### src/design/fvfp_pkg.sv
// Shared types, constants and CRC helpers for the FLAC verbatim frame packer.
// No dependencies; compiled first.
`default_nettype none

package fvfp_pkg;

    // Field widths
    localparam int SAMPLE_W = 24;
    localparam int LEN_W    = 9;
    localparam int CFG_W    = 4;
    localparam int BYTE_W   = 8;
    localparam int SIZE_W   = 13;
    localparam int SNUM_W   = 36;
    localparam int CODE_W   = 3;
    localparam int NUMK_W   = 3;

    // Defaults for the top-level parameters
    localparam int MAX_BLOCK_DEF    = 256;
    localparam int MAX_CHANNELS_DEF = 8;

    // Descriptor queue depth between front and back
    localparam int Q_DEPTH = 4;

    // Stream constants
    localparam logic [BYTE_W-1:0] SYNC_B0        = 8'hFF;
    localparam logic [BYTE_W-1:0] SYNC_B1        = 8'hF9;
    localparam logic [BYTE_W-1:0] SYNC_B2        = 8'h60;
    localparam logic [3:0]        SIZE_CODE      = 4'h6;
    localparam logic [BYTE_W-1:0] SUBFR_VERBATIM = 8'h02;
    localparam logic [BYTE_W-1:0] CONT_MARK      = 8'h80;
    localparam logic [7:0]        CRC8_POLY      = 8'h07;
    localparam logic [15:0]       CRC16_POLY     = 16'h8005;
    localparam logic [CFG_W-1:0]  CHAN_CNT_RST   = 4'd2;

    // One classified request, handed from front to back
    typedef struct packed {
        logic [SAMPLE_W-1:0] sample;
        logic                first_of_frame;
        logic                first_of_chan;
        logic                last_of_frame;
        logic [CODE_W-1:0]   chan_m1;
        logic [BYTE_W-1:0]   len_m1;
        logic [SNUM_W-1:0]   snum;
        logic [NUMK_W-1:0]   numk;
    } t_desc;

    // Byte slots of the serialiser, one-hot
    typedef enum logic [12:0] {
        ST_SYNC0 = 13'h0001,
        ST_SYNC1 = 13'h0002,
        ST_SYNC2 = 13'h0004,
        ST_CHAN  = 13'h0008,
        ST_NUM   = 13'h0010,
        ST_LEN   = 13'h0020,
        ST_HCRC  = 13'h0040,
        ST_SUBF  = 13'h0080,
        ST_S2    = 13'h0100,
        ST_S1    = 13'h0200,
        ST_S0    = 13'h0400,
        ST_C16H  = 13'h0800,
        ST_C16L  = 13'h1000
    } t_step;

    // CRC-8, poly 0x07, one byte
    function automatic logic [7:0] crc8_byte(input logic [7:0] c, input logic [7:0] b);
        logic [7:0] r;
        r = c ^ b;
        for (int i = 0; i < 8; i++) begin
            r = r[7] ? ((r << 1) ^ CRC8_POLY) : (r << 1);
        end
        return r;
    endfunction

    // CRC-16, poly 0x8005, one byte
    function automatic logic [15:0] crc16_byte(input logic [15:0] c, input logic [7:0] b);
        logic [15:0] r;
        r = c ^ {b, 8'h00};
        for (int i = 0; i < 8; i++) begin
            r = r[15] ? ((r << 1) ^ CRC16_POLY) : (r << 1);
        end
        return r;
    endfunction

    // Number of continuation bytes for the coded sample number
    function automatic logic [NUMK_W-1:0] num_class(input logic [SNUM_W-1:0] v);
        logic [NUMK_W-1:0] k;
        if (v < 36'h80)               k = 3'd0;
        else if (v < 36'h800)         k = 3'd1;
        else if (v < 36'h10000)       k = 3'd2;
        else if (v < 36'h200000)      k = 3'd3;
        else if (v < 36'h4000000)     k = 3'd4;
        else if (v < 36'h80000000)    k = 3'd5;
        else                          k = 3'd6;
        return k;
    endfunction

    // Lead byte marker for a given continuation count
    function automatic logic [BYTE_W-1:0] num_prefix(input logic [NUMK_W-1:0] k);
        logic [BYTE_W-1:0] p;
        case (k)
            3'd0:    p = 8'h00;
            3'd1:    p = 8'hC0;
            3'd2:    p = 8'hE0;
            3'd3:    p = 8'hF0;
            3'd4:    p = 8'hF8;
            3'd5:    p = 8'hFC;
            3'd6:    p = 8'hFE;
            default: p = 8'h00;
        endcase
        return p;
    endfunction

    // Eight bits of v starting at bit 6*j
    function automatic logic [BYTE_W-1:0] num_slice(input logic [SNUM_W-1:0] v,
                                                    input logic [NUMK_W-1:0] j);
        logic [47:0]       ext;
        logic [BYTE_W-1:0] s;
        ext = {12'h000, v};
        case (j)
            3'd0:    s = ext[7:0];
            3'd1:    s = ext[13:6];
            3'd2:    s = ext[19:12];
            3'd3:    s = ext[25:18];
            3'd4:    s = ext[31:24];
            3'd5:    s = ext[37:30];
            3'd6:    s = ext[43:36];
            default: s = 8'h00;
        endcase
        return s;
    endfunction

endpackage

`default_nettype wire

### src/design/fvfp_if.sv
// Valid/ready channel interfaces for the frame packer: sample input and byte output.
// Depends on fvfp_pkg for field widths.
`default_nettype none

interface fvfp_in_if import fvfp_pkg::*; ();
    logic                       valid;
    logic                       ready;
    logic signed [SAMPLE_W-1:0] sample_value;
    logic        [LEN_W-1:0]    block_length;

    modport source (output valid, output sample_value, output block_length, input ready);
    modport sink   (input valid, input sample_value, input block_length, output ready);
endinterface

interface fvfp_out_if import fvfp_pkg::*; ();
    logic              valid;
    logic              ready;
    logic [BYTE_W-1:0] out_byte;
    logic              last_of_run;
    logic              last_of_frame;
    logic [SIZE_W-1:0] frame_size;

    modport source (output valid, output out_byte, output last_of_run,
                    output last_of_frame, output frame_size, input ready);
    modport sink   (input valid, input out_byte, input last_of_run,
                    input last_of_frame, input frame_size, output ready);
endinterface

`default_nettype wire

### src/design/fvfp_front.sv
// Front end: accepts sample requests, tracks frame position and sample number,
// and issues one descriptor per request. Depends on fvfp_pkg and fvfp_in_if.
`default_nettype none

module fvfp_front import fvfp_pkg::*; #(
    parameter int MAX_BLOCK    = MAX_BLOCK_DEF,
    parameter int MAX_CHANNELS = MAX_CHANNELS_DEF
) (
    input  wire logic             i_clk,
    input  wire logic             i_rst_n,
    input  wire logic [CFG_W-1:0] i_chan_cnt,
    fvfp_in_if.sink               i_in,
    input  wire logic             i_full,
    output logic                  o_push,
    output t_desc                 o_desc
);

    localparam int POS_W = (MAX_BLOCK > 1) ? $clog2(MAX_BLOCK) : 1;
    localparam int CH_W  = (MAX_CHANNELS > 1) ? $clog2(MAX_CHANNELS) : 1;

    logic [POS_W-1:0]  r_pos, n_pos;
    logic [CH_W-1:0]   r_ch, n_ch;
    logic [LEN_W-1:0]  r_len, n_len;
    logic [SNUM_W-1:0] r_snum, n_snum;

    logic [CFG_W-1:0] chans;
    logic [CFG_W-1:0] ch_inc;
    logic [LEN_W-1:0] len_in;
    logic [LEN_W-1:0] eff_len;
    logic [LEN_W-1:0] pos_inc;
    logic             frame_start;
    logic             blk_end;
    logic             frm_end;

    // Take a request whenever the queue has room
    assign i_in.ready = !i_full;
    assign o_push     = i_in.valid && !i_full;

    // Clamp channel count and block length into range
    always_comb begin
        if (i_chan_cnt == '0) begin
            chans = CFG_W'(1);
        end else if (i_chan_cnt > CFG_W'(MAX_CHANNELS)) begin
            chans = CFG_W'(MAX_CHANNELS);
        end else begin
            chans = i_chan_cnt;
        end
        if (i_in.block_length == '0) begin
            len_in = LEN_W'(1);
        end else if (i_in.block_length > LEN_W'(MAX_BLOCK)) begin
            len_in = LEN_W'(MAX_BLOCK);
        end else begin
            len_in = i_in.block_length;
        end
    end

    // Position bookkeeping
    assign frame_start = (r_ch == '0) && (r_pos == '0);
    assign eff_len     = frame_start ? len_in : r_len;
    assign pos_inc     = LEN_W'(r_pos) + LEN_W'(1);
    assign blk_end     = pos_inc >= eff_len;
    assign ch_inc      = CFG_W'(r_ch) + CFG_W'(1);
    assign frm_end     = blk_end && (ch_inc >= chans);

    always_comb begin
        n_len  = eff_len;
        n_pos  = blk_end ? '0 : pos_inc[POS_W-1:0];
        n_ch   = r_ch;
        n_snum = r_snum;
        if (blk_end) begin
            n_ch = frm_end ? '0 : ch_inc[CH_W-1:0];
        end
        if (frm_end) begin
            n_snum = r_snum + SNUM_W'(eff_len);
        end
    end

    // Descriptor for the back end
    always_comb begin
        o_desc.sample         = i_in.sample_value;
        o_desc.first_of_frame = frame_start;
        o_desc.first_of_chan  = (r_pos == '0);
        o_desc.last_of_frame  = frm_end;
        o_desc.chan_m1        = CODE_W'(chans - CFG_W'(1));
        o_desc.len_m1         = BYTE_W'(eff_len - LEN_W'(1));
        o_desc.snum           = r_snum;
        o_desc.numk           = num_class(r_snum);
    end

    always_ff @(posedge i_clk) begin
        if (!i_rst_n) begin
            r_pos  <= '0;
            r_ch   <= '0;
            r_len  <= '0;
            r_snum <= '0;
        end else if (o_push) begin
            r_pos  <= n_pos;
            r_ch   <= n_ch;
            r_len  <= n_len;
            r_snum <= n_snum;
        end
    end

endmodule

`default_nettype wire

### src/design/fvfp_queue.sv
// Short descriptor FIFO decoupling the front end from the byte serialiser.
// Depends on fvfp_pkg for t_desc and Q_DEPTH.
`default_nettype none

module fvfp_queue import fvfp_pkg::*; (
    input  wire logic  i_clk,
    input  wire logic  i_rst_n,
    input  wire logic  i_push,
    input  wire t_desc i_data,
    input  wire logic  i_pop,
    output logic       o_full,
    output logic       o_empty,
    output t_desc      o_head
);

    localparam int QA_W = $clog2(Q_DEPTH);

    t_desc            r_mem [Q_DEPTH];
    logic [QA_W-1:0]  r_wr, r_rd;
    logic [QA_W:0]    r_cnt, n_cnt;

    assign o_full  = (r_cnt == (QA_W+1)'(Q_DEPTH));
    assign o_empty = (r_cnt == '0);
    assign o_head  = r_mem[r_rd];

    always_comb begin
        n_cnt = r_cnt;
        if (i_push && !i_pop) begin
            n_cnt = r_cnt + (QA_W+1)'(1);
        end else if (!i_push && i_pop) begin
            n_cnt = r_cnt - (QA_W+1)'(1);
        end
    end

    // Pointers and fill count
    always_ff @(posedge i_clk) begin
        if (!i_rst_n) begin
            r_wr  <= '0;
            r_rd  <= '0;
            r_cnt <= '0;
        end else begin
            if (i_push) begin
                r_wr <= r_wr + QA_W'(1);
            end
            if (i_pop) begin
                r_rd <= r_rd + QA_W'(1);
            end
            r_cnt <= n_cnt;
        end
    end

    // Storage
    always_ff @(posedge i_clk) begin
        if (i_push) begin
            r_mem[r_wr] <= i_data;
        end
    end

    a_no_push_full: assert property (@(posedge i_clk) disable iff (!i_rst_n)
        i_push |-> !o_full)
        else $error("descriptor queue written while full");

    a_no_pop_empty: assert property (@(posedge i_clk) disable iff (!i_rst_n)
        i_pop |-> !o_empty)
        else $error("descriptor queue read while empty");

    a_cnt_in_range: assert property (@(posedge i_clk) disable iff (!i_rst_n)
        r_cnt <= (QA_W+1)'(Q_DEPTH))
        else $error("descriptor queue count out of range");

endmodule

`default_nettype wire

### src/design/fvfp_back.sv
// Back end: serialises descriptors into frame bytes, one byte per cycle unless the
// output stalls; running CRC-8/CRC-16 and byte count. Depends on fvfp_pkg, fvfp_out_if.
`default_nettype none

module fvfp_back import fvfp_pkg::*; (
    input  wire logic  i_clk,
    input  wire logic  i_rst_n,
    input  wire t_desc i_head,
    input  wire logic  i_head_valid,
    output logic       o_pop,
    fvfp_out_if.source o_out
);

    t_step             r_step, n_step, cur;
    logic              r_mid;
    logic [NUMK_W-1:0] r_idx, n_idx;
    logic [7:0]        r_crc8, n_crc8;
    logic [15:0]       r_crc16, n_crc16;
    logic [SIZE_W-1:0] r_count, n_count;

    logic              r_out_valid;
    logic [BYTE_W-1:0] r_out_byte;
    logic              r_out_run;
    logic              r_out_frame;
    logic [SIZE_W-1:0] r_out_size;

    logic [BYTE_W-1:0] b;
    logic              hdr;
    logic              body;
    logic              last_run;
    logic              last_frame;
    logic              go;

    // Slot of the byte going out this cycle
    always_comb begin
        if (r_mid) begin
            cur = r_step;
        end else if (i_head.first_of_frame) begin
            cur = ST_SYNC0;
        end else if (i_head.first_of_chan) begin
            cur = ST_SUBF;
        end else begin
            cur = ST_S2;
        end
    end

    assign go = i_head_valid && (!r_out_valid || o_out.ready);

    // Byte selection and slot sequencing
    always_comb begin
        b          = '0;
        n_step     = ST_SYNC0;
        n_idx      = r_idx;
        hdr        = 1'b0;
        body       = 1'b1;
        last_run   = 1'b0;
        last_frame = 1'b0;
        case (cur)
            ST_SYNC0: begin
                b = SYNC_B0; hdr = 1'b1; n_step = ST_SYNC1;
            end
            ST_SYNC1: begin
                b = SYNC_B1; hdr = 1'b1; n_step = ST_SYNC2;
            end
            ST_SYNC2: begin
                b = SYNC_B2; hdr = 1'b1; n_step = ST_CHAN;
            end
            ST_CHAN: begin
                b      = {1'b0, i_head.chan_m1, SIZE_CODE};
                hdr    = 1'b1;
                n_step = ST_NUM;
                n_idx  = i_head.numk;
            end
            ST_NUM: begin
                hdr = 1'b1;
                if (r_idx == i_head.numk) begin
                    b = num_prefix(i_head.numk) | num_slice(i_head.snum, r_idx);
                end else begin
                    b = CONT_MARK | (num_slice(i_head.snum, r_idx) & 8'h3F);
                end
                n_step = (r_idx == '0) ? ST_LEN : ST_NUM;
                n_idx  = r_idx - NUMK_W'(1);
            end
            ST_LEN: begin
                b = i_head.len_m1; hdr = 1'b1; n_step = ST_HCRC;
            end
            ST_HCRC: begin
                b = r_crc8; n_step = ST_SUBF;
            end
            ST_SUBF: begin
                b = SUBFR_VERBATIM; n_step = ST_S2;
            end
            ST_S2: begin
                b = i_head.sample[23:16]; n_step = ST_S1;
            end
            ST_S1: begin
                b = i_head.sample[15:8]; n_step = ST_S0;
            end
            ST_S0: begin
                b        = i_head.sample[7:0];
                n_step   = ST_C16H;
                last_run = !i_head.last_of_frame;
            end
            ST_C16H: begin
                b = r_crc16[15:8]; body = 1'b0; n_step = ST_C16L;
            end
            ST_C16L: begin
                b          = r_crc16[7:0];
                body       = 1'b0;
                last_run   = 1'b1;
                last_frame = 1'b1;
            end
            default: begin
                b = '0;
            end
        endcase
    end

    // Running checks and byte count; a frame always opens on the first sync byte
    always_comb begin
        n_crc8  = r_crc8;
        n_crc16 = r_crc16;
        if (hdr) begin
            n_crc8 = crc8_byte((cur == ST_SYNC0) ? 8'h00 : r_crc8, b);
        end
        if (body) begin
            n_crc16 = crc16_byte((cur == ST_SYNC0) ? 16'h0000 : r_crc16, b);
        end
        n_count = (cur == ST_SYNC0) ? SIZE_W'(1) : r_count + SIZE_W'(1);
    end

    assign o_pop = go && last_run;

    // Serialiser state
    always_ff @(posedge i_clk) begin
        if (!i_rst_n) begin
            r_step  <= ST_SYNC0;
            r_mid   <= 1'b0;
            r_idx   <= '0;
            r_crc8  <= '0;
            r_crc16 <= '0;
            r_count <= '0;
        end else if (go) begin
            r_step  <= n_step;
            r_mid   <= !last_run;
            r_idx   <= n_idx;
            r_crc8  <= n_crc8;
            r_crc16 <= n_crc16;
            r_count <= n_count;
        end
    end

    // Output register
    always_ff @(posedge i_clk) begin
        if (!i_rst_n) begin
            r_out_valid <= 1'b0;
        end else if (go) begin
            r_out_valid <= 1'b1;
        end else if (o_out.ready) begin
            r_out_valid <= 1'b0;
        end
    end

    always_ff @(posedge i_clk) begin
        if (go) begin
            r_out_byte  <= b;
            r_out_run   <= last_run;
            r_out_frame <= last_frame;
            r_out_size  <= last_frame ? n_count : '0;
        end
    end

    assign o_out.valid         = r_out_valid;
    assign o_out.out_byte      = r_out_byte;
    assign o_out.last_of_run   = r_out_run;
    assign o_out.last_of_frame = r_out_frame;
    assign o_out.frame_size    = r_out_size;

    a_mid_has_head: assert property (@(posedge i_clk) disable iff (!i_rst_n)
        r_mid |-> i_head_valid)
        else $error("request in progress lost its descriptor");

    a_frame_ends_run: assert property (@(posedge i_clk) disable iff (!i_rst_n)
        (r_out_valid && r_out_frame) |-> r_out_run)
        else $error("frame end without end of request");

    a_size_only_at_end: assert property (@(posedge i_clk) disable iff (!i_rst_n)
        (r_out_valid && !r_out_frame) |-> (r_out_size == '0))
        else $error("frame size shown before frame end");

endmodule

`default_nettype wire

### src/design/flac_verbatim_frame_packer.sv
// FLAC verbatim frame packer top level: channel count register, front end,
// descriptor queue and byte serialiser. Depends on fvfp_pkg and fvfp_if.
// Throughput: one byte per cycle while a descriptor waits and the output is free;
// a sample takes 3 bytes, 4 on a channel's first sample, 11+k on a frame's first
// (k = continuation bytes of the sample number), +2 at frame end for the CRC-16;
// the serialiser's single byte lane sets this. A request's first byte passes the
// descriptor queue and the output register. Reset (synchronous, active low) clears
// position, sample number, queue and output; channel count returns to 2.
`default_nettype none

module flac_verbatim_frame_packer import fvfp_pkg::*; #(
    parameter int MAX_BLOCK    = MAX_BLOCK_DEF,
    parameter int MAX_CHANNELS = MAX_CHANNELS_DEF
) (
    input  wire logic             i_clk,
    input  wire logic             i_rst_n,
    input  wire logic             i_cfg_we,
    input  wire logic [CFG_W-1:0] i_cfg_wdata,
    fvfp_in_if.sink               i_in,
    fvfp_out_if.source            o_out
);

    logic [CFG_W-1:0] r_chan_cnt;
    logic             push;
    logic             pop;
    logic             full;
    logic             empty;
    t_desc            desc;
    t_desc            head;

    // Channel count register
    always_ff @(posedge i_clk) begin
        if (!i_rst_n) begin
            r_chan_cnt <= CHAN_CNT_RST;
        end else if (i_cfg_we) begin
            r_chan_cnt <= i_cfg_wdata;
        end
    end

    fvfp_front #(
        .MAX_BLOCK    (MAX_BLOCK),
        .MAX_CHANNELS (MAX_CHANNELS)
    ) u_front (
        .i_clk      (i_clk),
        .i_rst_n    (i_rst_n),
        .i_chan_cnt (r_chan_cnt),
        .i_in       (i_in),
        .i_full     (full),
        .o_push     (push),
        .o_desc     (desc)
    );

    fvfp_queue u_queue (
        .i_clk   (i_clk),
        .i_rst_n (i_rst_n),
        .i_push  (push),
        .i_data  (desc),
        .i_pop   (pop),
        .o_full  (full),
        .o_empty (empty),
        .o_head  (head)
    );

    fvfp_back u_back (
        .i_clk        (i_clk),
        .i_rst_n      (i_rst_n),
        .i_head       (head),
        .i_head_valid (!empty),
        .o_pop        (pop),
        .o_out        (o_out)
    );

endmodule

`default_nettype wire

### src/flat_wrapper.sv
// flat-port wrapper written by rule: the top's interface ports become plain ports
module flac_verbatim_frame_packer_flat import fvfp_pkg::*;
#(
    parameter int MAX_BLOCK    = MAX_BLOCK_DEF,
    parameter int MAX_CHANNELS = MAX_CHANNELS_DEF
)
  (i_clk, i_rst_n, i_cfg_we, i_cfg_wdata, i_in_valid, i_in_sample_value, i_in_block_length, i_in_ready, o_out_valid, o_out_out_byte, o_out_last_of_run, o_out_last_of_frame, o_out_frame_size, o_out_ready);
  fvfp_in_if i_in_i ();
  fvfp_out_if o_out_i ();
  input  wire logic i_clk;
  input  wire logic i_rst_n;
  input  wire logic i_cfg_we;
  input  wire logic [CFG_W-1:0] i_cfg_wdata;
  input wire logic [$bits(i_in_i.valid)-1:0] i_in_valid;
  input wire logic [$bits(i_in_i.sample_value)-1:0] i_in_sample_value;
  input wire logic [$bits(i_in_i.block_length)-1:0] i_in_block_length;
  output wire logic [$bits(i_in_i.ready)-1:0] i_in_ready;
  output wire logic [$bits(o_out_i.valid)-1:0] o_out_valid;
  output wire logic [$bits(o_out_i.out_byte)-1:0] o_out_out_byte;
  output wire logic [$bits(o_out_i.last_of_run)-1:0] o_out_last_of_run;
  output wire logic [$bits(o_out_i.last_of_frame)-1:0] o_out_last_of_frame;
  output wire logic [$bits(o_out_i.frame_size)-1:0] o_out_frame_size;
  input wire logic [$bits(o_out_i.ready)-1:0] o_out_ready;
  assign i_in_i.valid = i_in_valid;
  assign i_in_i.sample_value = i_in_sample_value;
  assign i_in_i.block_length = i_in_block_length;
  assign i_in_ready = i_in_i.ready;
  assign o_out_valid = o_out_i.valid;
  assign o_out_out_byte = o_out_i.out_byte;
  assign o_out_last_of_run = o_out_i.last_of_run;
  assign o_out_last_of_frame = o_out_i.last_of_frame;
  assign o_out_frame_size = o_out_i.frame_size;
  assign o_out_i.ready = o_out_ready;
  flac_verbatim_frame_packer #(.MAX_BLOCK(MAX_BLOCK), .MAX_CHANNELS(MAX_CHANNELS)) u_core (.i_clk(i_clk), .i_rst_n(i_rst_n), .i_cfg_we(i_cfg_we), .i_cfg_wdata(i_cfg_wdata), .i_in(i_in_i), .o_out(o_out_i));
endmodule
### config.mk
export PLATFORM = sky130hd
export DESIGN_NAME = flac_verbatim_frame_packer_flat
export DESIGN_NICKNAME = d
export VERILOG_FILES = /design/src/design/fvfp_pkg.sv /design/src/design/fvfp_if.sv /design/src/design/fvfp_front.sv /design/src/design/fvfp_queue.sv /design/src/design/fvfp_back.sv /design/src/design/flac_verbatim_frame_packer.sv /design/src/flat_wrapper.sv
export SDC_FILE = /design/constraint.sdc
export NUM_CORES = 1
export LEC_CHECK = 0
export BUFFER_PORTS_ARGS = -buffer_cell sky130_fd_sc_hd__buf_2
export CAP_MARGIN = 40
export CORE_MARGIN = 3
export CORE_UTILIZATION = 50
export CTS_CLUSTER_DIAMETER = 200
export DETAILED_ROUTE_END_ITERATION = 12
export GPL_ROUTABILITY_DRIVEN = 0
export PLACE_DENSITY = 0.67
export SYNTH_ARGS = -nofsm -noshare
export SYNTH_HDL_FRONTEND = slang
export SYNTH_SLANG_ARGS = --single-unit
export TNS_END_PERCENT = 100
### constraint.sdc
create_clock -name i_clk -period 7.32 [get_ports i_clk]
set_clock_uncertainty 0.15 [all_clocks]
set_input_delay 0.732 -clock i_clk [delete_from_list [all_inputs] [get_ports i_clk]]
set_output_delay 0.732 -clock i_clk [all_outputs]
set_load 0.02 [all_outputs]
==> impl_metrics.env, run 1 <==
export IMPL_status="finished clean"
export IMPL_cts_sinks=455
export IMPL_critical_path_slowest_cell="a21oi_1"
export IMPL_routedWlPerCell_microns=21.5
export IMPL_cp_common_cell="a21o_1"
export IMPL_antenna_found_initial=0
export IMPL_syn_to_final_growth_pct=11.7
export IMPL_setup_viol=0
export IMPL_placed_cells=2110
export IMPL_clk_pin_slew_ns=0.06
export IMPL_synth_flop_cell="edfxtp_1"
export IMPL_worstPathRequired_ns=7.69
export IMPL_hp_class="in -> reg"
export IMPL_min_period_over_period_pct=74.6
export IMPL_fin_crit_ns=5.46
export IMPL_fill_cells=3196
export IMPL_drive_above_1_share_pct=13.8
export IMPL_instances_no_fill=2198
export IMPL_drt_iter0_drc=1249
export IMPL_yosys_warnings=0
export IMPL_num_vias=13073
export IMPL_post_cts_setup_buffer_count=0
export IMPL_num_rows=73
export IMPL_power_leakage_nw=7.89
export IMPL_cts_resized=0
export IMPL_rsz0062_at_grt="no"
export IMPL_power_density_nw_per_um2=316
export IMPL_h_tree_depth=2
export IMPL_slew_limit_headroom_pct=41.0
export IMPL_syn_num_nets=1656
export IMPL_numCtsBuffers=48
export IMPL_dp_hpwl_microns=31100
export IMPL_core_area_sq_um=40200
export IMPL_grt_max_degree=57
export IMPL_avgSynthCellArea_sq_um=13.1
export IMPL_drc=0
export IMPL_die_h_microns=209
export IMPL_crit_arrival_ns=5.83
export IMPL_fmax_mhz=183
export IMPL_syn_inst=1573
export IMPL_die_w_microns=209
export IMPL_worstSetupPathType="reg -> reg"
export IMPL_layout_cells_most_common="edfxtp_1"
export IMPL_ys_types=82
export IMPL_end_kind="flip-flop"
export IMPL_drv_cap=0
export IMPL_synth_async_sr_flop_share_pct=0
export IMPL_drv_slew=0
export IMPL_cts_hold_buf=0
export IMPL_diodes=0
export IMPL_final_setup_tns_ns=0
export IMPL_ys_ff_latch=455
export IMPL_tritoncts="built"
export IMPL_vias_per_cell=5.95
export IMPL_ios=67
export IMPL_synth_cell_area_sq_um=20500
export IMPL_grt_pass1_wl_microns=74000
export IMPL_ir_worst_vdd_mv=0.165
export IMPL_synth_edf_count=331
export IMPL_worstPathMaxFanout=20
export IMPL_final_cell_mix="edfxtp_1 (331), nand2_1 (135), nor2_1 (123), dfxtp_1 (122), a21oi_1 (107)"
export IMPL_seq_area_frac_synth_pct=60.5
export IMPL_tightest_slew_ns=0.886
export IMPL_clk_path_buf_depth=3
export IMPL_insertion_delay_ns=0.59
export IMPL_nets=1718
export IMPL_critical_path_max_stage_delay_ns=0.62
export IMPL_start_kind="flip-flop"
export IMPL_first_pass_iters=5
export IMPL_dieArea_sq_um=43600
export IMPL_grt_use_total_pct=21.6
export IMPL_port_buffers=66
export IMPL_path_cells="inv_1 -> ha_1 -> nor4b_1 -> nand2_1 -> inv_1 -> nand3b_1 -> a21oi_1 -> inv_1 -> ha_1 -> nand2b_1 -> a21o_1 -> a21o_1 -> a21o_1 -> a21o_1 -> a21o_1 -> a21o_1 -> a21o_1 -> a21o_1 -> nand3_1 -> or4_1 -> a21oi_1"
export IMPL_finalHoldViolCount=0
export IMPL_finalWirelength_microns=47200
export IMPL_start_util_pct=51.1
export IMPL_grt_overflow=0
export IMPL_ctsRootBufferMaster="clkbuf_16"
export IMPL_ant_nets=0
export IMPL_grt_pass1_vias=12799
## layout make-up
type / instances / area, sq um / share of cell area, %
clock buffer: 64 / 1290 / 5.63
clock inverter: 24 / 176 / 0.769
inverter: 47 / 178 / 0.774
multi-input combinational: 996 / 7590 / 33.1
sequential: 455 / 12400 / 54.2
tap: 525 / 657 / 2.86
timing repair buffer: 87 / 621 / 2.71
## sequential cells by signal (all words and copies together), names as in the netlist, 9 cells and up, named ones only
| signal | count |
|---|---|
| u_core.u_back.r_step | 13 |
| u_core.u_front.r_len | 9 |
| u_core.u_back.o_out.frame_size | 13 |
| u_core.u_queue.r_mem | 308 |
| u_core.u_front.r_snum | 36 |
| u_core.u_back.r_count | 13 |
| u_core.u_back.r_crc16 | 16 |
## report_power, final
part           switching [W]  total, W  internal, W
clock               0.000979   0.00229      0.00131
sequential          0.000141   0.00323      0.00309
combinational        0.00106   0.00174     0.000678
## per-stage QoR
| step | hold WS [ns] | utilization (%) | power, W | worst slack (ns) | area [sq um] |
|---|---|---|---|---|---|
| 2_1_floorplan | 0.294 | - | 0.00453 | 2.85 | 20500 |
| 4_1_cts | 0.193 | 57.1 | 0.00731 | 1.92 | 22900 |
| 5_1_grt | 0.208 | 57.1 | 0.00759 | 1.39 | 22900 |
| 6_report | 0.221 | 57.1 | 0.00726 | 1.86 | 22900 |
| 3_3_place_gp | 0.305 | 53.0 | 0.00495 | 2.15 | 21300 |
| 3_5_place_dp | 0.318 | 53.4 | 0.00501 | 1.98 | 21500 |
## logic make-up (layout without fill, tap and decap cells)
family | Yosys count | in the layout | share of synthesized area (%)
AND/OR/NAND/NOR | 483 | 483 | 11.8
flip-flops | 455 | 455 | 60.5
AO/OA/AOI/OAI | 269 | 269 | 8.53
buffers and inverters | 122 | 222 | 2.70
XOR/XNOR | 110 | 110 | 4.84
multiplexers | 93 | 93 | 9.09
adder cells (fa/ha/maj) | 41 | 41 | 2.57
## Yosys cell counts (33+ instances only)
cell | instances | area [sq um]
a21oi_1 | 107 | 536
and3_1 | 33 | 206
clkbuf_1 | 51 | 191
dfxtp_1 | 124 | 2480
edfxtp_1 | 331 | 9940
ha_1 | 39 | 488
inv_1 | 47 | 176
mux4_2 | 47 | 1060
nand2_1 | 135 | 507
nand3_1 | 37 | 185
nor2_1 | 123 | 462
o21ai_0 | 44 | 220
xnor2_1 | 75 | 657
## per-layer routing
| layer | vias up | routed length (microns) | global-route usage, % | part of all wire [%] |
|---|---|---|---|---|
| met5 | - | 0 | 0 | 0 |
| met4 | 0 | 1330 | 7.16 | 2.8 |
| met3 | 84 | 2660 | 2.94 | 5.6 |
| met1 | 6487 | 20500 | 30.2 | 43 |
| met2 | 441 | 22700 | 35.1 | 48 |
| li1 | 6061 | - | - | - |
## critical path: cells and delay by family (launching register included)
kind / cells / cell delay, ns
AOI/OAI and AO/OA: 10 / 2.05
and+or+nand+nor: 6 / 1.98
adders and majority gates: 2 / 0.45
buffers and inverters: 3 / 0.40
DFF: 1 / 0.34
## final timing paths
path         slack (ns)                                  start                                endpoint  cells past startpoint
max                1.86   u_core.u_front.r_pos[0]$_SDFFE_PN0P_  u_core.u_front.r_snum[17]$_SDFFE_PN0P_                     21
min                0.22                  i_in_sample_value[21]   u_core.u_queue.r_mem[2][74]$_DFFE_PP_                      1
max reg2reg        1.86   u_core.u_front.r_pos[0]$_SDFFE_PN0P_  u_core.u_front.r_snum[17]$_SDFFE_PN0P_                     21
min reg2reg        0.32  u_core.u_back.r_count[1]$_SDFFE_PN0P_   u_core.u_back.r_count[1]$_SDFFE_PN0P_                      2
No activity file was read; power rests on OpenSTA's default activity.
==> run 2: changes to the inputs <==
clock period = 5.63 ns   (was 7.32 ns; I/O delays follow)
==> run 2 against run 1 <==
Compared with the run above: count of clock-buffer cells in the layout down 6; wire length shrank 0.79%; sequential cell count unchanged; core utilization hardly changed; total power is 30% higher; die area unchanged; via count decreased by 0.30%; critical endpoint is now u_core.u_front.r_snum[1]$_SDFFE_PN0P_.
==> impl_metrics.env, run 2 (same netlist as run 1, synthesis figures left out) <==
export IMPL_cts_resized=0
export IMPL_antenna_found_initial=1
export IMPL_instances_no_fill=2206
export IMPL_grt_max_degree=57
export IMPL_r2r_slack_ns=0.48
export IMPL_first_pass_iters=5
export IMPL_register_area_sq_um=12400
export IMPL_end_kind="flip-flop"
export IMPL_layout_cells_most_common="edfxtp_1"
export IMPL_status="finished clean"
export IMPL_grt_pass1_vias=12706
export IMPL_tritoncts="built"
export IMPL_nets=1726
export IMPL_place_ws_ns=0.545
export IMPL_drt_iter0_drc=1227
export IMPL_largest_reg_flops=308
export IMPL_finalHoldViolCount=0
export IMPL_hold_path_depth=1
export IMPL_fin_crit_ns=5.15
export IMPL_tightest_slew_ns=0.941
export IMPL_clk_path_buf_depth=3
export IMPL_timing_hold_ws_ns=0.0531
export IMPL_post_cts_setup_buffer_count=0
export IMPL_ios=67
export IMPL_placed_cells=2119
export IMPL_final_cell_mix="edfxtp_1 (331), nand2_1 (135), nor2_1 (123), dfxtp_1 (122), a21oi_1 (107)"
export IMPL_rsz0062_at_grt="no"
export IMPL_ctsRootBufferMaster="clkbuf_16"
export IMPL_min_period_over_period_pct=91.4
export IMPL_r2r_start="u_core.u_front.r_pos[0]$_SDFFE_PN0P_"
export IMPL_slew_limit_headroom_pct=37.0
export IMPL_regToRegEndpoint="u_core.u_front.r_snum[1]$_SDFFE_PN0P_"
export IMPL_dieArea_sq_um=43600
export IMPL_reg_top3="u_core.u_queue.r_mem: 308 flops, u_core.u_front.r_snum: 36 flops, u_core.u_back.r_crc16: 16 flops"
export IMPL_diodes=0
export IMPL_die_h_microns=209
export IMPL_insertion_delay_ns=0.58
export IMPL_hp_class="in -> reg"
export IMPL_worst_slack_ns=0.483
export IMPL_ant_nets=0
export IMPL_drc=0
export IMPL_drv_slew=0
export IMPL_h_tree_depth=2
export IMPL_multi_input_area_sq_um=7590
export IMPL_cts_hold_buf=0
export IMPL_numCtsBuffers=47
export IMPL_power_leakage_nw=7.92
export IMPL_worstSetupPathType="reg -> reg"
export IMPL_final_setup_tns_ns=0
export IMPL_ir_worst_vdd_mv=0.232
export IMPL_vias_per_cell=5.91
export IMPL_finalWirelength_microns=46800
export IMPL_die_w_microns=209
export IMPL_drv_cap=0
export IMPL_fmax_mhz=194
export IMPL_setup_viol=0
export IMPL_num_rows=73
export IMPL_start_util_pct=51.1
export IMPL_drive_above_1_share_pct=14.6
export IMPL_worstPathRequired_ns=5.95
export IMPL_syn_to_final_growth_pct=11.7
export IMPL_fill_cells=3211
export IMPL_clk_pin_slew_ns=0.06
export IMPL_cp_endpoint="u_core.u_front.r_snum[1]$_SDFFE_PN0P_"
export IMPL_num_vias=13034
export IMPL_core_area_sq_um=40200
export IMPL_dp_hpwl_microns=31200
export IMPL_routedWlPerCell_microns=21.2
export IMPL_grt_pass1_wl_microns=73200
export IMPL_crit_arrival_ns=5.47
export IMPL_cts_sinks=455
export IMPL_start_kind="flip-flop"
export IMPL_worstPathMaxFanout=18
export IMPL_worstRegToRegCells=21
export IMPL_power_density_nw_per_um2=412
export IMPL_largest_register="u_core.u_queue.r_mem"
export IMPL_port_buffers=66
export IMPL_grt_use_total_pct=21.4
export IMPL_grt_overflow=0
export IMPL_cp_startpoint="u_core.u_front.r_pos[0]$_SDFFE_PN0P_"
==> run 2: cell types whose count changed in the layout (fill, tap and decap cells not counted), sizes merged <==
cell,previous run,this run
buf,87,96
clkinvlp,2,4
inv,49,47
clkbuf,64,58
clkinv,18,22
bufinv,2,3
==> run 2: worst max-delay path, stage by stage (launching register included) <==
cell and delay [ns]:
dfxtp_1 0.35, inv_1 0.11, ha_1 0.15, nor4b_1 0.24, nand2_1 0.11, inv_1 0.14, nand3b_1 0.09, buf_4 0.20
a21oi_1 0.46, inv_1 0.18, ha_1 0.30, nand2b_1 0.14, a21o_1 0.17, a21o_1 0.16, a21o_1 0.17, a21o_1 0.16
a21o_1 0.16, a21o_1 0.17, a21o_1 0.18, a21oi_1 0.58, nor2_1 0.35, a211oi_1 0.31
==> run 2: where the power goes <==
group          switching [W]  internal [W]
sequential          0.000176       0.00401
combinational        0.00137      0.000881
clock                0.00130       0.00171
==> run 2: stage by stage <==
step,util (%),total power (W),area (sq um)
global route,57.1,0.00988,23000
CTS,57.1,0.00951,23000
finish,57.1,0.00945,23000
floorplan,-,0.00589,20500
global placement,53.3,0.00644,21400
detailed placement,53.4,0.00651,21500
==> run 2: routing by layer <==
metal	wire length, microns	up-vias	global-route usage [%]
met3	2770	75	3.59
met1	20400	6477	29.9
met4	1410	0	7.55
li1	-	6075	-
met2	22200	407	34.1
met5	0	-	0
==> run 2: worst min path at each step <==
stage                     slack, ns                                    from                                      to
after floorplan                0.29   u_core.u_back.r_count[1]$_SDFFE_PN0P_   u_core.u_back.r_count[1]$_SDFFE_PN0P_
after global placement         0.30   u_core.u_back.r_count[1]$_SDFFE_PN0P_   u_core.u_back.r_count[1]$_SDFFE_PN0P_
after detailed placement       0.31  u_core.u_back.o_out.valid$_SDFFE_PN0P_  u_core.u_back.o_out.valid$_SDFFE_PN0P_
after CTS                      0.02                    i_in_sample_value[8]   u_core.u_queue.r_mem[0][61]$_DFFE_PP_
after global routing           0.04                    i_in_sample_value[8]   u_core.u_queue.r_mem[1][61]$_DFFE_PP_
final                          0.05                   i_in_sample_value[10]   u_core.u_queue.r_mem[1][63]$_DFFE_PP_
==> run 2: layout make-up <==
cell class | instances | area share, %
multi-input combinational | 996 | 33.1
inverter | 47 | 0.774
sequential | 455 | 54.1
clock inverter | 29 | 1.16
clock buffer | 58 | 5.39
tap | 525 | 2.86
timing repair buffer | 96 | 2.62
==> run 3: changes to the inputs <==
--- a/config.mk
+++ b/config.mk
@@ -14,2 +14,3 @@
 export GPL_ROUTABILITY_DRIVEN = 0
+export GPL_TIMING_DRIVEN = 0
 export PLACE_DENSITY = 0.67
==> constraint.sdc (replaced) <==
create_clock -name i_clk -period 5.63 [get_ports i_clk]
set_clock_uncertainty 0.15 [all_clocks]
set_input_delay 0.2815 -clock i_clk [delete_from_list [all_inputs] [get_ports i_clk]]
set_output_delay 0.2815 -clock i_clk [all_outputs]
set_load 0.02 [all_outputs]
==> run 3 against run 2 <==
Compared with the run above: critical path depth grew 4; critical path type unchanged; wire length grew 11%; via count grew 5.1%; non-clock buffer count grew 85; worst hold slack gained 0.053 ns; count of clock-buffer cells in the layout grew 4; critical endpoint is now u_core.u_front.r_snum[16]$_SDFFE_PN0P_.
==> impl_metrics.env, run 3 (same netlist as run 1, synthesis figures left out) <==
export IMPL_diodes=0
export IMPL_syn_to_final_growth_pct=15.4
export IMPL_grt_pass1_vias=13614
export IMPL_drv_cap=0
export IMPL_slew_limit_headroom_pct=37.3
export IMPL_p_seq_share_pct=42.6
export IMPL_grt_overflow=0
export IMPL_p_int_w=0.00687
export IMPL_status="finished clean"
export IMPL_antenna_found_initial=1
export IMPL_critical_path_max_stage_delay_ns=0.48
export IMPL_fill_cells=3231
export IMPL_reg_top3="u_core.u_queue.r_mem: 308 flops, u_core.u_front.r_snum: 36 flops, u_core.u_back.r_crc16: 16 flops"
export IMPL_finalWirelength_microns=52100
export IMPL_combinationalPowerShare_pct=24.0
export IMPL_pwr_share_clk_pct=33.4
export IMPL_ctsRootBufferMaster="clkbuf_16"
export IMPL_hold_path_depth=4
export IMPL_final_cell_mix="edfxtp_1 (331), nand2_1 (135), dfxtp_1 (124), nor2_1 (122), a21oi_1 (104)"
export IMPL_fin_crit_ns=5.22
export IMPL_die_w_microns=209
export IMPL_tritoncts="built"
export IMPL_dp_hpwl_microns=35800
export IMPL_clk_path_buf_depth=3
export IMPL_routedWlPerCell_microns=22.7
export IMPL_grt_max_degree=53
export IMPL_grt_pass1_wl_microns=80200
export IMPL_worstSetupPathType="reg -> reg"
export IMPL_numCtsBuffers=48
export IMPL_die_h_microns=209
export IMPL_power_density_nw_per_um2=416
export IMPL_h_tree_depth=2
export IMPL_switching_share_pct=30.3
export IMPL_rsz0062_at_grt="no"
export IMPL_placed_cells=2168
export IMPL_drive_above_1_share_pct=14.5
export IMPL_grt_use_total_pct=23.7
export IMPL_min_from="i_in_valid"
export IMPL_setup_viol=0
export IMPL_place_ws_ns=-0.248
export IMPL_start_kind="flip-flop"
export IMPL_port_buffers=64
export IMPL_num_rows=73
export IMPL_cp_startpoint="u_core.u_front.r_pos[0]$_SDFFE_PN0P_"
export IMPL_core_area_sq_um=40200
export IMPL_min_period_over_period_pct=92.6
export IMPL_worstPathMaxFanout=10
export IMPL_p_switching_w=0.00299
export IMPL_crit_arrival_ns=5.51
export IMPL_dieArea_sq_um=43600
export IMPL_insertion_delay_ns=0.58
export IMPL_worst_slack_ns=0.414
export IMPL_nets=1812
export IMPL_instances_no_fill=2293
export IMPL_hp_class="in -> reg"
export IMPL_worstPathRequired_ns=5.92
export IMPL_fmax_mhz=192
export IMPL_num_vias=13698
export IMPL_end_kind="flip-flop"
export IMPL_start_util_pct=51.1
export IMPL_critical_path_slowest_cell="nor3_1"
export IMPL_timing_hold_ws_ns=0.106
export IMPL_power_leakage_nw=8.24
export IMPL_layout_cells_most_common="edfxtp_1"
export IMPL_cp_common_cell="a21o_1"
export IMPL_tightest_slew_ns=0.940
export IMPL_drt_iter0_drc=1499
export IMPL_first_pass_iters=5
export IMPL_cts_sinks=455
export IMPL_drv_slew=0
export IMPL_r2r_start="u_core.u_front.r_pos[0]$_SDFFE_PN0P_"
export IMPL_largest_register="u_core.u_queue.r_mem"
export IMPL_worstRegToRegCells=25
export IMPL_vias_per_cell=5.97
export IMPL_finalHoldViolCount=0
export IMPL_clk_pin_slew_ns=0.06
export IMPL_largest_reg_flops=308
export IMPL_ios=67
export IMPL_p_total_w=0.00986
export IMPL_ant_nets=0
export IMPL_drc=0
export IMPL_ir_worst_vdd_mv=0.235
==> run 3: cell types whose count changed in the layout (fill, tap and decap cells not counted), sizes merged <==
cell / previous run / this run
dlygate4sd3: 0 / 34
clkbuf: 58 / 113
inv: 47 / 54
bufinv: 3 / 5
clkinv: 22 / 9
clkinvlp: 4 / 6
==> run 3: critical path: cells and delay by family (launching register included) <==
kind            cells  cell delay (ns)
compound gates      9             1.55
simple gates        7             1.25
buf+inv             6             1.21
fa+ha+maj           2             0.39
flops               1             0.35
xor+xnor            1             0.16
==> run 3: metrics by stage <==
stage / utilization [%] / TNS [ns] / cell area (sq um)
2_1_floorplan: - / 0 / 20500
3_3_place_gp: 53.6 / -1.46 / 21500
3_5_place_dp: 53.9 / -3.45 / 21700
4_1_cts: 58.9 / 0 / 23700
5_1_grt: 59.0 / 0 / 23700
6_report: 59.0 / 0 / 23700
==> run 3: cell type report <==
class | count | area [sq um] | area share, %
buffer | 75 | 384 | 1.62
inverter | 47 | 176 | 0.744
tap | 525 | 657 | 2.77
multi-input combinational | 996 | 7620 | 32.1
clock buffer | 62 | 1360 | 5.72
clock inverter | 27 | 303 | 1.28
timing repair buffer | 106 | 801 | 3.38
sequential | 455 | 12400 | 52.4
==> run 3: timing repair <==
| action | 4_1_cts | 5_1_grt |
|---|---|---|
| pin swaps | 0 | 1 |
| endpoints found under the setup margin | 30 | 48 |
| resized for setup | 2 | 10 |
| hold buffers | 34 | 0 |
| buffers inserted | 0 | 2 |
| hold endpoints to repair | 104 | 0 |
==> run 3: per-layer routing <==
metal	part of all wire, %	vias up	GRT usage, %
met2	47	550	38.0
met4	4.0	0	9.65
met3	7.0	126	3.72
met5	0	-	0
li1	-	6247	-
met1	42	6775	32.8
==> run 3: path summary, 6_finish.rpt <==
path | endpoint | slack, ns
setup / recovery | u_core.u_front.r_snum[16]$_SDFFE_PN0P_ | 0.41
hold / removal | u_core.u_queue.r_wr[1]$_SDFFE_PN0P_ | 0.11
setup reg to reg | u_core.u_front.r_snum[16]$_SDFFE_PN0P_ | 0.41
hold reg to reg | u_core.u_back.o_out.valid$_SDFFE_PN0P_ | 0.33
==> run 3: power groups by stage <==
stage                     clock network [W]  logic, W  registers (W)
final                               0.00330   0.00237        0.00420
after global routing                0.00347   0.00256        0.00423
after CTS                           0.00334   0.00235        0.00419
after detailed placement                  0   0.00231        0.00426
after global placement                    0   0.00224        0.00427
after floorplan                           0   0.00160        0.00429
